## src/rtl/apa_pkg.sv

```systemverilog
// ============================================================================
// Address pool allocator package
// Shared widths, status codes and the command and status bundles that pass
// between the allocator controller and its datapath.
// ============================================================================
package apa_pkg;

    // Tree geometry
    localparam int ADDR_BITS = 8;
    localparam int NLEAF     = 1 << ADDR_BITS;
    localparam int NODES     = 2 * NLEAF;        // heap slots 0..NODES-1, slot 0 unused
    localparam int HEAP_W    = ADDR_BITS + 1;    // heap index width
    localparam int CNT_W     = ADDR_BITS + 1;    // counts up to NLEAF
    localparam int STAT_W    = 2;

    // Stream payload widths, rounded up to whole bytes
    localparam int IN_DATA_W  = ((ADDR_BITS + 7) / 8) * 8;
    localparam int OUT_BITS   = STAT_W + ADDR_BITS + CNT_W;
    localparam int OUT_DATA_W = ((OUT_BITS + 7) / 8) * 8;

    // Result status codes
    typedef logic [STAT_W-1:0] status_t;
    localparam status_t ST_OK       = 2'd0;
    localparam status_t ST_NONE     = 2'd1;
    localparam status_t ST_UNALLOC  = 2'd2;

    // Request kinds
    localparam logic REQ_ALLOC = 1'b0;
    localparam logic REQ_FREE  = 1'b1;

    // Updates of the tree index register
    typedef enum logic [2:0] {
        IDX_HOLD,
        IDX_INC,
        IDX_ROOT,
        IDX_LEAF,
        IDX_HALF,
        IDX_DESC
    } idx_op_t;

    // Read address selection relative to the tree index
    typedef enum logic [1:0] {
        RD_IDX,
        RD_SIB,
        RD_LEFT
    } rd_op_t;

    // Controller to datapath commands
    typedef struct packed {
        logic    load_req;
        idx_op_t idx_op;
        logic    rd_en;
        rd_op_t  rd_op;
        logic    wr_en;
        logic    wr_clear;
        logic    cur_and;
        logic    upd_start;
        logic    fail_none;
        logic    fail_unalloc;
        logic    out_load;
    } apa_cmd_t;

    // Datapath to controller status
    typedef struct packed {
        logic req_free;
        logic rdata;
        logic idx_root;
        logic idx_leaf;
        logic idx_odd;
        logic idx_last;
        logic out_busy;
    } apa_stat_t;

endpackage

```

## src/rtl/apa_datapath.sv

```systemverilog
// ============================================================================
// Address pool allocator datapath
// Holds the full-flag tree memory, the tree index, the request, the used and
// capacity counters and the result register, all driven by controller commands.
// ============================================================================
module apa_datapath (
    input  logic                          clk,
    input  logic                          rst_n,
    input  apa_pkg::apa_cmd_t             cmd,
    output apa_pkg::apa_stat_t            stat,
    input  logic                          in_req_type,
    input  logic [apa_pkg::ADDR_BITS-1:0] in_address,
    input  logic                          cfg_valid,
    input  logic [apa_pkg::CNT_W-1:0]     cfg_data,
    output logic                          out_valid,
    input  logic                          out_ready,
    output logic [apa_pkg::OUT_DATA_W-1:0] out_data
);
    import apa_pkg::*;

    // Full flags in heap order: internal nodes 1..NLEAF-1, leaves NLEAF..NODES-1
    logic                  tree_mem [0:NODES-1];
    logic                  rdata_reg;
    logic [HEAP_W-1:0]     rd_addr;
    logic                  wr_bit;

    logic [HEAP_W-1:0]     idx_reg,   idx_next;
    logic                  req_reg;
    logic [ADDR_BITS-1:0]  addr_reg;
    logic                  cur_reg;
    logic [ADDR_BITS-1:0]  gnt_reg;
    status_t               status_reg;
    logic [CNT_W-1:0]      used_reg;
    logic [CNT_W-1:0]      cap_reg;
    logic                  out_valid_reg;
    logic [OUT_DATA_W-1:0] out_data_reg;
    logic [CNT_W-1:0]      free_count;

    // Index update
    always_comb
    begin
        case (cmd.idx_op)
            IDX_HOLD: idx_next = idx_reg;
            IDX_INC:  idx_next = idx_reg + HEAP_W'(1);
            IDX_ROOT: idx_next = HEAP_W'(1);
            IDX_LEAF: idx_next = {1'b1, addr_reg};
            IDX_HALF: idx_next = {1'b0, idx_reg[HEAP_W-1:1]};
            IDX_DESC: idx_next = {idx_reg[HEAP_W-2:0], rdata_reg};
            default:  idx_next = idx_reg;
        endcase
    end

    always_ff @(posedge clk or negedge rst_n)
    begin
        if (!rst_n)
        begin
            idx_reg <= '0;
        end
        else
        begin
            idx_reg <= idx_next;
        end
    end

    // Memory read address relative to the current node
    always_comb
    begin
        case (cmd.rd_op)
            RD_IDX:  rd_addr = idx_reg;
            RD_SIB:  rd_addr = idx_reg ^ HEAP_W'(1);
            RD_LEFT: rd_addr = {idx_reg[HEAP_W-2:0], 1'b0};
            default: rd_addr = idx_reg;
        endcase
    end

    assign wr_bit = cmd.wr_clear ? 1'b0 : cur_reg;

    // Tree memory: one write and one registered read per cycle
    always_ff @(posedge clk)
    begin
        if (cmd.wr_en)
        begin
            tree_mem[idx_reg] <= wr_bit;
        end
        if (cmd.rd_en)
        begin
            rdata_reg <= tree_mem[rd_addr];
        end
    end

    // Request capture and per-request working registers
    always_ff @(posedge clk)
    begin
        if (cmd.load_req)
        begin
            req_reg  <= in_req_type;
            addr_reg <= in_address;
        end
        if (cmd.upd_start)
        begin
            cur_reg    <= (req_reg == REQ_ALLOC);
            gnt_reg    <= idx_reg[ADDR_BITS-1:0];
            status_reg <= ST_OK;
        end
        else if (cmd.cur_and)
        begin
            cur_reg <= cur_reg & rdata_reg;
        end
        if (cmd.fail_none)
        begin
            gnt_reg    <= '0;
            status_reg <= ST_NONE;
        end
        if (cmd.fail_unalloc)
        begin
            gnt_reg    <= idx_reg[ADDR_BITS-1:0];
            status_reg <= ST_UNALLOC;
        end
    end

    // Used count and capacity
    always_ff @(posedge clk or negedge rst_n)
    begin
        if (!rst_n)
        begin
            used_reg <= '0;
            cap_reg  <= CNT_W'(NLEAF);
        end
        else
        begin
            if (cfg_valid)
            begin
                cap_reg <= cfg_data;
            end
            if (cmd.upd_start)
            begin
                if (req_reg == REQ_ALLOC)
                begin
                    used_reg <= used_reg + CNT_W'(1);
                end
                else if (used_reg != '0)
                begin
                    used_reg <= used_reg - CNT_W'(1);
                end
            end
        end
    end

    assign free_count = (cap_reg > used_reg) ? (cap_reg - used_reg) : '0;

    // Result register
    always_ff @(posedge clk or negedge rst_n)
    begin
        if (!rst_n)
        begin
            out_valid_reg <= 1'b0;
        end
        else if (cmd.out_load)
        begin
            out_valid_reg <= 1'b1;
        end
        else if (out_ready)
        begin
            out_valid_reg <= 1'b0;
        end
    end

    always_ff @(posedge clk)
    begin
        if (cmd.out_load)
        begin
            out_data_reg <= OUT_DATA_W'({free_count, gnt_reg, status_reg});
        end
    end

    assign out_valid = out_valid_reg;
    assign out_data  = out_data_reg;

    // Status toward the controller
    assign stat.req_free = (req_reg == REQ_FREE);
    assign stat.rdata    = rdata_reg;
    assign stat.idx_root = (idx_reg == HEAP_W'(1));
    assign stat.idx_leaf = idx_reg[HEAP_W-1];
    assign stat.idx_odd  = idx_reg[0];
    assign stat.idx_last = (idx_reg == HEAP_W'(NODES - 1));
    assign stat.out_busy = out_valid_reg & ~out_ready;

    // The used count can never pass the number of leaves
    assert property (@(posedge clk) disable iff (!rst_n) used_reg <= CNT_W'(NLEAF))
        else $error("used count exceeds pool size");

    // A new result never overwrites one that is still waiting
    assert property (@(posedge clk) disable iff (!rst_n)
        cmd.out_load |-> !(out_valid_reg && !out_ready))
        else $error("result register overwritten");

    // Tree updates never touch the unused heap slot
    assert property (@(posedge clk) disable iff (!rst_n)
        (cmd.wr_en && !cmd.wr_clear) |-> (idx_reg != '0))
        else $error("tree update at heap slot zero");

endmodule

```

## src/rtl/apa_ctrl.sv

```systemverilog
// ============================================================================
// Address pool allocator controller
// One-hot state machine that clears the tree after reset and sequences the
// root check, the search for a free leaf and the walk that updates full flags.
// ============================================================================
module apa_ctrl (
    input  logic                clk,
    input  logic                rst_n,
    input  logic                in_valid,
    output logic                in_ready,
    input  apa_pkg::apa_stat_t  stat,
    output apa_pkg::apa_cmd_t   cmd
);
    import apa_pkg::*;

    typedef enum logic [12:0] {
        S_CLEAR    = 13'b0000000000001,
        S_IDLE     = 13'b0000000000010,
        S_ROOT_RD  = 13'b0000000000100,
        S_ROOT_CHK = 13'b0000000001000,
        S_LEAF_RD  = 13'b0000000010000,
        S_LEAF_CHK = 13'b0000000100000,
        S_ASC      = 13'b0000001000000,
        S_ASC_CHK  = 13'b0000010000000,
        S_DSC_RD   = 13'b0000100000000,
        S_DSC_CHK  = 13'b0001000000000,
        S_UPD_WR   = 13'b0010000000000,
        S_UPD_CHK  = 13'b0100000000000,
        S_DONE     = 13'b1000000000000
    } state_t;

    state_t state_reg, state_next;

    assign in_ready = (state_reg == S_IDLE);

    // Next state and commands
    always_comb
    begin
        state_next       = state_reg;
        cmd              = '0;
        cmd.idx_op       = IDX_HOLD;
        cmd.rd_op        = RD_IDX;
        case (state_reg)
            S_CLEAR:
            begin
                cmd.wr_en    = 1'b1;
                cmd.wr_clear = 1'b1;
                cmd.idx_op   = IDX_INC;
                if (stat.idx_last)
                begin
                    state_next = S_IDLE;
                end
            end
            S_IDLE:
            begin
                if (in_valid)
                begin
                    cmd.load_req = 1'b1;
                    cmd.idx_op   = IDX_ROOT;
                    state_next   = S_ROOT_RD;
                end
            end
            S_ROOT_RD:
            begin
                cmd.rd_en  = 1'b1;
                state_next = S_ROOT_CHK;
            end
            S_ROOT_CHK:
            begin
                // A full tree rejects an allocation at once
                if (!stat.req_free && stat.rdata)
                begin
                    cmd.fail_none = 1'b1;
                    state_next    = S_DONE;
                end
                else
                begin
                    cmd.idx_op = IDX_LEAF;
                    state_next = S_LEAF_RD;
                end
            end
            S_LEAF_RD:
            begin
                cmd.rd_en  = 1'b1;
                state_next = S_LEAF_CHK;
            end
            S_LEAF_CHK:
            begin
                if (stat.req_free)
                begin
                    if (stat.rdata)
                    begin
                        cmd.upd_start = 1'b1;
                        state_next    = S_UPD_WR;
                    end
                    else
                    begin
                        cmd.fail_unalloc = 1'b1;
                        state_next       = S_DONE;
                    end
                end
                else if (!stat.rdata)
                begin
                    cmd.upd_start = 1'b1;
                    state_next    = S_UPD_WR;
                end
                else
                begin
                    state_next = S_ASC;
                end
            end
            S_ASC:
            begin
                // Climb until a right sibling has room
                if (stat.idx_root)
                begin
                    cmd.fail_none = 1'b1;
                    state_next    = S_DONE;
                end
                else if (!stat.idx_odd)
                begin
                    cmd.rd_en  = 1'b1;
                    cmd.rd_op  = RD_SIB;
                    state_next = S_ASC_CHK;
                end
                else
                begin
                    cmd.idx_op = IDX_HALF;
                end
            end
            S_ASC_CHK:
            begin
                if (!stat.rdata)
                begin
                    cmd.idx_op = IDX_INC;
                    state_next = S_DSC_RD;
                end
                else
                begin
                    cmd.idx_op = IDX_HALF;
                    state_next = S_ASC;
                end
            end
            S_DSC_RD:
            begin
                // Descend, preferring the left child when it has room
                if (stat.idx_leaf)
                begin
                    cmd.upd_start = 1'b1;
                    state_next    = S_UPD_WR;
                end
                else
                begin
                    cmd.rd_en  = 1'b1;
                    cmd.rd_op  = RD_LEFT;
                    state_next = S_DSC_CHK;
                end
            end
            S_DSC_CHK:
            begin
                cmd.idx_op = IDX_DESC;
                state_next = S_DSC_RD;
            end
            S_UPD_WR:
            begin
                // Write the node, then fetch its sibling for the parent
                cmd.wr_en = 1'b1;
                if (stat.idx_root)
                begin
                    state_next = S_DONE;
                end
                else
                begin
                    cmd.rd_en  = 1'b1;
                    cmd.rd_op  = RD_SIB;
                    state_next = S_UPD_CHK;
                end
            end
            S_UPD_CHK:
            begin
                cmd.cur_and = 1'b1;
                cmd.idx_op  = IDX_HALF;
                state_next  = S_UPD_WR;
            end
            S_DONE:
            begin
                if (!stat.out_busy)
                begin
                    cmd.out_load = 1'b1;
                    state_next   = S_IDLE;
                end
            end
            default:
            begin
                state_next = S_CLEAR;
            end
        endcase
    end

    // State register
    always_ff @(posedge clk or negedge rst_n)
    begin
        if (!rst_n)
        begin
            state_reg <= S_CLEAR;
        end
        else
        begin
            state_reg <= state_next;
        end
    end

    // An accepted request always starts with the root read
    assert property (@(posedge clk) disable iff (!rst_n)
        (in_valid && in_ready) |=> (state_reg == S_ROOT_RD))
        else $error("accepted request did not start at the root");

    // A result is only loaded on the way back to idle
    assert property (@(posedge clk) disable iff (!rst_n)
        cmd.out_load |=> (state_reg == S_IDLE))
        else $error("result loaded outside completion");

    // Nothing is read from the tree while it is being cleared
    assert property (@(posedge clk) disable iff (!rst_n)
        (state_reg == S_CLEAR) |-> (!cmd.rd_en && !in_ready))
        else $error("tree accessed during clearing pass");

endmodule

```

## src/rtl/address_pool_allocator.sv

```systemverilog
// ============================================================================
// Address pool allocator
// Grants the smallest free address at or above a requested one from a pool of
// 256 addresses, frees addresses, and reports the remaining free count.
// ============================================================================
// After reset the block clears every slot of its tree memory and holds
// s_axis_tready low; configuration writes are taken throughout. Requests are
// then handled one at a time by a walk over a binary tree of full flags kept
// in a single memory with one registered read and one write per cycle, so the
// time per request is set by the tree depth. A free of an address that is not
// allocated ends after the leaf check, and an allocation with the pool full
// ends after the root check. In the longest allocation the search climbs
// seven levels, crosses to the right sibling and descends seven levels, then
// nine flag writes follow on the way back up. The block returns to idle after
// the result load and only then accepts the next request.
// A finished result waits in an output register, and the next request is
// accepted while it does.
module address_pool_allocator (
    input  logic                             clk,
    input  logic                             rst_n,
    input  logic                             s_axis_tvalid,
    output logic                             s_axis_tready,
    input  logic [apa_pkg::IN_DATA_W-1:0]    s_axis_tdata,  // [7:0] address
    input  logic [0:0]                       s_axis_tuser,  // [0] req_type
    output logic                             m_axis_tvalid,
    input  logic                             m_axis_tready,
    // [1:0] status, [9:2] granted_address, [18:10] free_count
    output logic [apa_pkg::OUT_DATA_W-1:0]   m_axis_tdata,
    input  logic                             cfg_valid,
    output logic                             cfg_ready,
    input  logic [apa_pkg::CNT_W-1:0]        cfg_data       // capacity
);
    import apa_pkg::*;

    apa_cmd_t  cmd;
    apa_stat_t stat;

    // Capacity can be written at any time
    assign cfg_ready = 1'b1;

    apa_ctrl u_ctrl (
        .clk      (clk),
        .rst_n    (rst_n),
        .in_valid (s_axis_tvalid),
        .in_ready (s_axis_tready),
        .stat     (stat),
        .cmd      (cmd)
    );

    apa_datapath u_datapath (
        .clk         (clk),
        .rst_n       (rst_n),
        .cmd         (cmd),
        .stat        (stat),
        .in_req_type (s_axis_tuser[0]),
        .in_address  (s_axis_tdata[ADDR_BITS-1:0]),
        .cfg_valid   (cfg_valid),
        .cfg_data    (cfg_data),
        .out_valid   (m_axis_tvalid),
        .out_ready   (m_axis_tready),
        .out_data    (m_axis_tdata)
    );

endmodule
```

## config.mk

```make
export PLATFORM = sky130hd
export DESIGN_NAME = address_pool_allocator
export DESIGN_NICKNAME = d
export VERILOG_FILES = /design/src/rtl/apa_pkg.sv /design/src/rtl/apa_datapath.sv /design/src/rtl/apa_ctrl.sv /design/src/rtl/address_pool_allocator.sv
export SDC_FILE = /design/constraint.sdc
export NUM_CORES = 1
export LEC_CHECK = 0
export ABC_AREA = 0
export BUFFER_PORTS_ARGS = -buffer_cell sky130_fd_sc_hd__buf_2
export CORE_MARGIN = 5
export CORE_UTILIZATION = 46
export DETAILED_ROUTE_END_ITERATION = 12
export SLEW_MARGIN = 20
export SYNTH_ARGS = -nofsm -noshare
export SYNTH_HDL_FRONTEND = slang
export SYNTH_SLANG_ARGS = --single-unit
```

## constraint.sdc

```tcl
create_clock -name clk -period 17.6 [get_ports clk]
set_clock_uncertainty 0.1 [all_clocks]
set_input_delay 0.88 -clock clk [delete_from_list [all_inputs] [get_ports clk]]
set_output_delay 0.88 -clock clk [all_outputs]
set_load 0.005 [all_outputs]
```

==> summary.txt, run 1 <==
Worst setup path
  – Critical path required time: 17.82 ns
  – Setup CP Type: flop to flop
  – Critical Path End Type: flop
  – Startpoint Class: flop
  – Peak fanout along the critical path: 49
  – CP arrival: 7.66 ns

Drt
  – Drt initial violations: 2485
  – Final wirelength: 80600 µm
  – Via density: 6.09
  – DR pass1 iterations: 6
  – Vias: 19594
  – Post-DRT Antenna Nets: 0
  – Post-DR wirelength/cell: 25.0 µm
  – DRC Markers: 0

Power
  – Leakage power: 10.1 nW
  – Pwr Density: 155 mW/mm²
  – Peak VDD IR: 0.115 mV

Timing
  – Slew HR: 34.1%
  – RSZ-0062 raised after global routing: false
  – Minimum clock period: 7.45 ns
  – Least-Margin Pin Slew: 0.989 ns
  – Final setup margin: 10.15 ns
  – Crit share post-route: 42.3%
  – Final Hold Vio Count: 0
  – Setup TNS: 0 ns
  – F_max: 134 MHz
  – Final setup viols: 0
  – Final Slew Violations: 0

Global route
  – GR Overflow Total: 0
  – First-pass GRT wire length: 120000 µm
  – Vias in the first global route: 19279
  – Largest net degree at the start of global routing: 131
  – Initial antenna violation count: 0
  – Total GRT Usage: 24.5%

Logic synthesis
  – Yosys Warn Count: 0
  – Share of the synthesized area in the top cell type: 60.0%
  – Post-synthesis sequential area ratio: 63.9%
  – Synthesized instance count: 2430
  – Number of flops mapped to enable cells by yosys: 550
  – Synth Cell Area: 0.0275 mm²
  – Yosys cell types: 88
  – Post-synth ARST share: 6.91%
  – Ys flop type: edfxtp_1
  – Yosys reg bits: 593
  – Syn Area/Cell: 11.3 µm²
  – Largest cells by area after synthesis: edfxtp_1, nor2_1, nand2_1, dfrtp_1, mux2i_1
  – Post-synth top area cell: edfxtp_1

Placement
  – Placed insts: 3105
  – Detailed placer's ending HPWL: 46600 µm
  – GPL Wtd Cong: 0.879
  – Pre-CTS setup slack: 10.47 ns
  – I/O Buffers: 43

Clock tree
  – CTS Root Cell: clkbuf_16
  – Hold_buf cts: 0
  – Maximum root-to-sink buffer count: 3
  – Resized cells post-CTS: 0
  – Reg clk slew, reported paths: 0.06 ns
  – CTS sink cnt: 593
  – Total CTS buffers: 66
  – H-Tree Depth: 3
  – CTS tree: yes
  – Clock insertion delay at the later pin of the skew report: 0.60 ns
  – Setup Buffers After CTS: 0

Floorplanning
  – Core area: 0.0591 mm²
  – I/O pin count: 50
  – Die width: 255 µm
  – Initial Util: 46.5%
  – Die area: 0.0648 mm²
  – Die Y: 255 µm
  – Rows: 89

Layout
  – Max reg flops: 512
  – Synth-to-Final Area Change: 10.7%
  – Antenna Diode Count: 0
  – Nets: 2450
  – Fraction of layout instances using a drive strength above 1: 10.9%
  – Finished Layout Cells: 3220

Worst hold path
  – Min-Delay Path Class: input port to asynchronous set/reset pin

Outcome
  – Status: completed

Job
  – Max-Cap Viols: 0
per-stage QoR:
step | utilization [%] | power, mW | cell area [µm²] | hold slack (ns)
6_report | 51.5 | 4.71 | 30400 | 0.190
5_1_grt | 51.5 | 4.88 | 30400 | 0.225
4_1_cts | 51.5 | 4.70 | 30400 | 0.322
3_5_place_dp | 47.8 | 3.32 | 28300 | 0.311
3_3_place_gp | 47.8 | 3.31 | 28300 | 0.312
2_1_floorplan | - | 2.82 | 27500 | 0.300
routing by layer:
metal	GRT usage, %	part of all wire, %	vias to the layer above
li1	-	-	8678
met1	32.8	40	9879
met2	40.2	48	859
met3	4.93	8.6	178
met4	8.53	3.3	0
met5	0	0	-
final timing paths:
check	startpoint	to	slack, ns	depth (start not counted)
worst min register to register	u_datapath.gnt_reg[0]	u_datapath.out_data[2]	0.32	0
worst max-delay path	u_datapath.idx_reg[8]	u_datapath.rdata_reg	10.15	15
max in group asynchronous	rst_n	u_datapath.idx_reg[3]	16.81	1
min in group clk	u_datapath.gnt_reg[0]	u_datapath.out_data[2]	0.32	0
worst min-delay path	rst_n	u_datapath.cap_reg[7]	0.19	1
worst max register to register	u_datapath.idx_reg[8]	u_datapath.rdata_reg	10.15	15
layout by cell type (no fill, tap or decap), types with 9 or more instances in the layout:
master	count
edfxtp_1	550
o22ai_1	17
a21oi_1	75
o21ai_0	64
a32oi_1	23
nor2_1	556
a2111oi_0	9
a211oi_1	20
and3_1	29
nand2_1	301
ha_1	25
nor4_1	12
mux2i_1	67
inv_1	32
buf_4	39
clkbuf_1	11
nand2b_1	11
a31oi_1	14
nor3_1	19
nand3_2	15
nand4_1	21
clkbuf_16	69
clkinv_1	14
and2_1	17
a22oi_1	20
mux2_2	37
nor2b_1	18
buf_2	42
nand3_1	83
dfrtp_1	39
worst max-delay path: stages (launching register included):
cell and delay [ns]:
dfrtp_1 0.68, nor3_1 0.63, nand4_1 0.34, and3_1 0.28
or2_2 0.31, ha_1 0.47, nand3b_1 0.71, nand2_4 0.61
buf_4 0.59, mux2_2 0.41, a22oi_1 0.16, o22ai_1 0.10
o311ai_1 0.79, o311ai_0 0.40, a32oi_1 0.39, nor3_1 0.10
final cells by class:
cell class / instances / area (µm²)
Timing Repair Buffer: 85 / 557
Clock inverter: 35 / 374
Sequential cell: 593 / 17600
Clock buffer: 80 / 1770
Multi-Input combinational cell: 1622 / 9080
Tap cell: 773 / 967
Fill cell: 5251 / 28700
Inverter: 32 / 120
power breakdown:
part           leakage [nW]  switching, mW  total (mW)  internal [mW]
logic                  3.52           1.17        1.59          0.418
clock network          1.04          0.555        1.39          0.831
registers              5.57         0.0560        1.74           1.68
cell usage after synthesis, drive strengths merged (32+ instances only):
cell type and n:
a21oi 75, buf 90, clkbuf 97, dfrtp 39
edfxtp 550, inv 32, mux2 37, mux2i 67
nand2 305, nand3 98, nor2 562, o21ai 67
kinds of logic (layout without fill, tap and decap cells):
group | after synthesis | in the layout | synth area share, %
xor+xnor | 14 | 14 | 0.446
flops | 593 | 593 | 63.9
other cells | 2 | 6 | 0.0273
mux | 112 | 112 | 4.61
compound gates | 334 | 334 | 8.31
simple gates | 1129 | 1129 | 17.8
fa+ha+maj | 27 | 27 | 1.28
buf+inv | 219 | 232 | 3.59
Note: power is estimated with default switching activity, not from simulation.
==> run 2: changes to the inputs <==
- clock period: 17.6 -> 7.1 ns (I/O delays scaled with it)
==> run 2 against run 1 <==
Global-route usage up 0.80 points. Maximum frequency grew 11%. Cell count increased by 1.6%. Register-to-register slack worse by 9.8 ns. Utilization grew 0.76 points. Clock power is 150% higher. Critical path depth rose by 1. Flip-flop and latch count unchanged. Total power grew to 2.5 times the previous value. Die area did not move. Routed wire length up 3.8%. Highest routed layer is now met5.
==> summary.txt, run 2 (synthesis gave the netlist of run 1 again) <==
Outcome
  – Status: completed

Power
  – Sequential share of power: 35.7%
  – Leakage power: 10.3 nW
  – Peak VDD IR: 0.267 mV
  – Clock power frac: 28.9%
  – Pint: 7.34 mW
  – Logic pwr share: 35.4%
  – Pwr Density: 386 mW/mm²
  – Switching Fraction: 38.4%
  – NetSw: 4.58 mW

Clock tree
  – Resized cells post-CTS: 0
  – CTS Root Cell: clkbuf_16
  – Clock insertion delay at the later pin of the skew report: 0.60 ns
  – CTS sink cnt: 593
  – H-Tree Depth: 3
  – CTS tree: yes
  – Reg clk slew, reported paths: 0.06 ns
  – Setup Buffers After CTS: 0
  – Maximum root-to-sink buffer count: 3
  – Total CTS buffers: 67

Global route
  – GR Layer Usage met1: 34.0%
  – First-pass GRT wire length: 123000 µm
  – Total GRT Usage: 25.3%
  – GRT met3 Usage: 5.04%
  – GR Overflow Total: 0
  – Vias in the first global route: 19207
  – Initial antenna violation count: 4
  – Largest net degree at the start of global routing: 141
  – M2 GR Usage: 41.4%
  – Gr busiest metal: met2

Placement
  – GPL Wtd Cong: 0.904
  – I/O Buffers: 43
  – Placed cell area: 0.0285 mm²
  – Placed insts: 3129
  – Detailed placer's ending HPWL: 49800 µm

Floorplanning
  – I/O pin count: 50
  – Die Y: 255 µm
  – Die area: 0.0648 mm²
  – Die width: 255 µm
  – Rows: 89
  – Initial Util: 46.5%
  – Core area: 0.0591 mm²

Drt
  – Final wirelength: 83700 µm
  – Vias: 20064
  – Post-DRT Antenna Nets: 0
  – DR pass1 iterations: 6
  – Drt initial violations: 2531
  – DRC Markers: 0
  – Post-DR wirelength/cell: 25.6 µm
  – Via density: 6.13

Timing
  – Least-Margin Pin Slew: 1.08 ns
  – Crit share post-route: 94.8%
  – Setup TNS: 0 ns
  – Final Hold Vio Count: 0
  – Minimum clock period: 6.73 ns
  – Slew HR: 28.1%
  – Final Slew Violations: 0
  – F_max: 149 MHz
  – RSZ-0062 raised after global routing: false
  – Final setup viols: 0

Worst setup path
  – Startpoint Class: flop
  – CP arrival: 6.95 ns
  – Peak fanout along the critical path: 30
  – RR Startpoint: u_datapath.idx_reg[1]
  – RR Endpoint: u_datapath.rdata_reg
  – Register-to-Register Path Depth: 16
  – Reg2Reg Setup Slack: 0.37 ns
  – Setup CP Type: flop to flop
  – Critical Path End Type: flop
  – Critical path required time: 7.32 ns

Layout
  – Fillers: 5164
  – Most frequent cells in the layout: nor2_1, edfxtp_1, nand2_1, nand3_1, a21oi_1
  – Finished Layout Cells: 3271
  – Nets: 2497
  – Commonest non-fill, non-tap cell in the layout: nor2_1
  – Synth-to-Final Area Change: 12.3%
  – Fraction of layout instances using a drive strength above 1: 11.9%
  – Max reg flops: 512
  – Final instance area: 0.0309 mm²

Job
  – Max-Cap Viols: 0

Worst hold path
  – Worst Hold Depth: 3
  – Hold Startpoint: cfg_valid
  – Worst Hold End: u_datapath.cap_reg[0]
  – Min-Delay Path Class: input port to flop
[run 2: cell types whose count changed in the layout (fill, tap and decap cells not counted), sizes merged]
cell	delta
clkinv	+2
dlygate4sd3	+22
diode	+2
buf	+24
clkbuf	+2
bufinv	-3
inv	-2
clkinvlp	+4
[run 2: power by group through the flow]
stage | clock network (mW) | logic [mW] | registers [mW]
2_1_floorplan | 0 | 2.50 | 4.33
3_3_place_gp | 0 | 4.05 | 4.32
3_5_place_dp | 0 | 4.09 | 4.32
4_1_cts | 3.49 | 4.12 | 4.25
5_1_grt | 3.64 | 4.41 | 4.26
6_report | 3.44 | 4.22 | 4.25
[run 2: cell type report]
class                           instances  area, µm²  share of cell area (%)
Antenna cell                            2       5.00                  0.0162
Clock buffer                           82       1860                    6.02
Clock inverter                         36        309                    1.00
Inverter                               32        120                   0.389
Multi-Input combinational cell       1622       9070                    29.4
Sequential cell                       593      17600                    56.9
Tap cell                              773        967                    3.13
Timing Repair Buffer                  131        978                    3.17
[run 2: worst max-delay path by stage]
stage                           from                     end  slack (ns)  depth (start not counted)
2_1_floorplan    u_ctrl.state_reg[9]  u_datapath.tree_mem[0]        1.03                          5
3_3_place_gp   u_datapath.idx_reg[1]    u_datapath.rdata_reg        0.89                         15
3_5_place_dp   u_datapath.idx_reg[1]    u_datapath.rdata_reg        0.75                         16
4_1_cts        u_datapath.idx_reg[1]    u_datapath.rdata_reg        0.70                         16
5_1_grt          u_ctrl.state_reg[6]    u_datapath.rdata_reg        0.17                         16
6_report       u_datapath.idx_reg[1]    u_datapath.rdata_reg        0.37                         16
[run 2: worst max-delay path: stages, from the launching register on]
cell and delay (ns):
dfrtp_1 0.56, inv_1 0.24, ha_1 0.34, nand4_1 0.28
and3_1 0.29, or2_2 0.31, ha_1 0.47, and2_0 0.39
nor2_4 0.79, buf_12 0.29, mux2_2 0.35, a221oi_1 0.38
o21ai_0 0.20, a32oi_1 0.52, nand4_1 0.15, a32oi_1 0.62
nor3_1 0.15
[run 2: metrics by stage]
stage / hold slack, ns / worst slack [ns] / power (mW) / util (%)
floorplan: -0.0406 / 1.03 / 6.83 / -
global placement: 0.311 / 0.885 / 8.37 / 48.2
detailed placement: 0.315 / 0.752 / 8.41 / 48.2
CTS: 0.0185 / 0.698 / 11.9 / 52.2
global route: 0.0668 / 0.172 / 12.3 / 52.2
finish: 0.0469 / 0.371 / 11.9 / 52.3
[run 2: repair_timing]
action,4_1_cts,5_1_grt
endpoints found under the hold margin,59,0
hold buffers,22,0
setup endpoints to repair,0,0
[run 2: per-layer routing]
metal / up-vias / share of wire, % / wire length (µm)
met5: - / 0.030 / 25
met2: 1019 / 47 / 39800
met4: 4 / 3.8 / 3150
li1: 8774 / - / -
met1: 10050 / 40 / 33400
met3: 217 / 8.8 / 7380
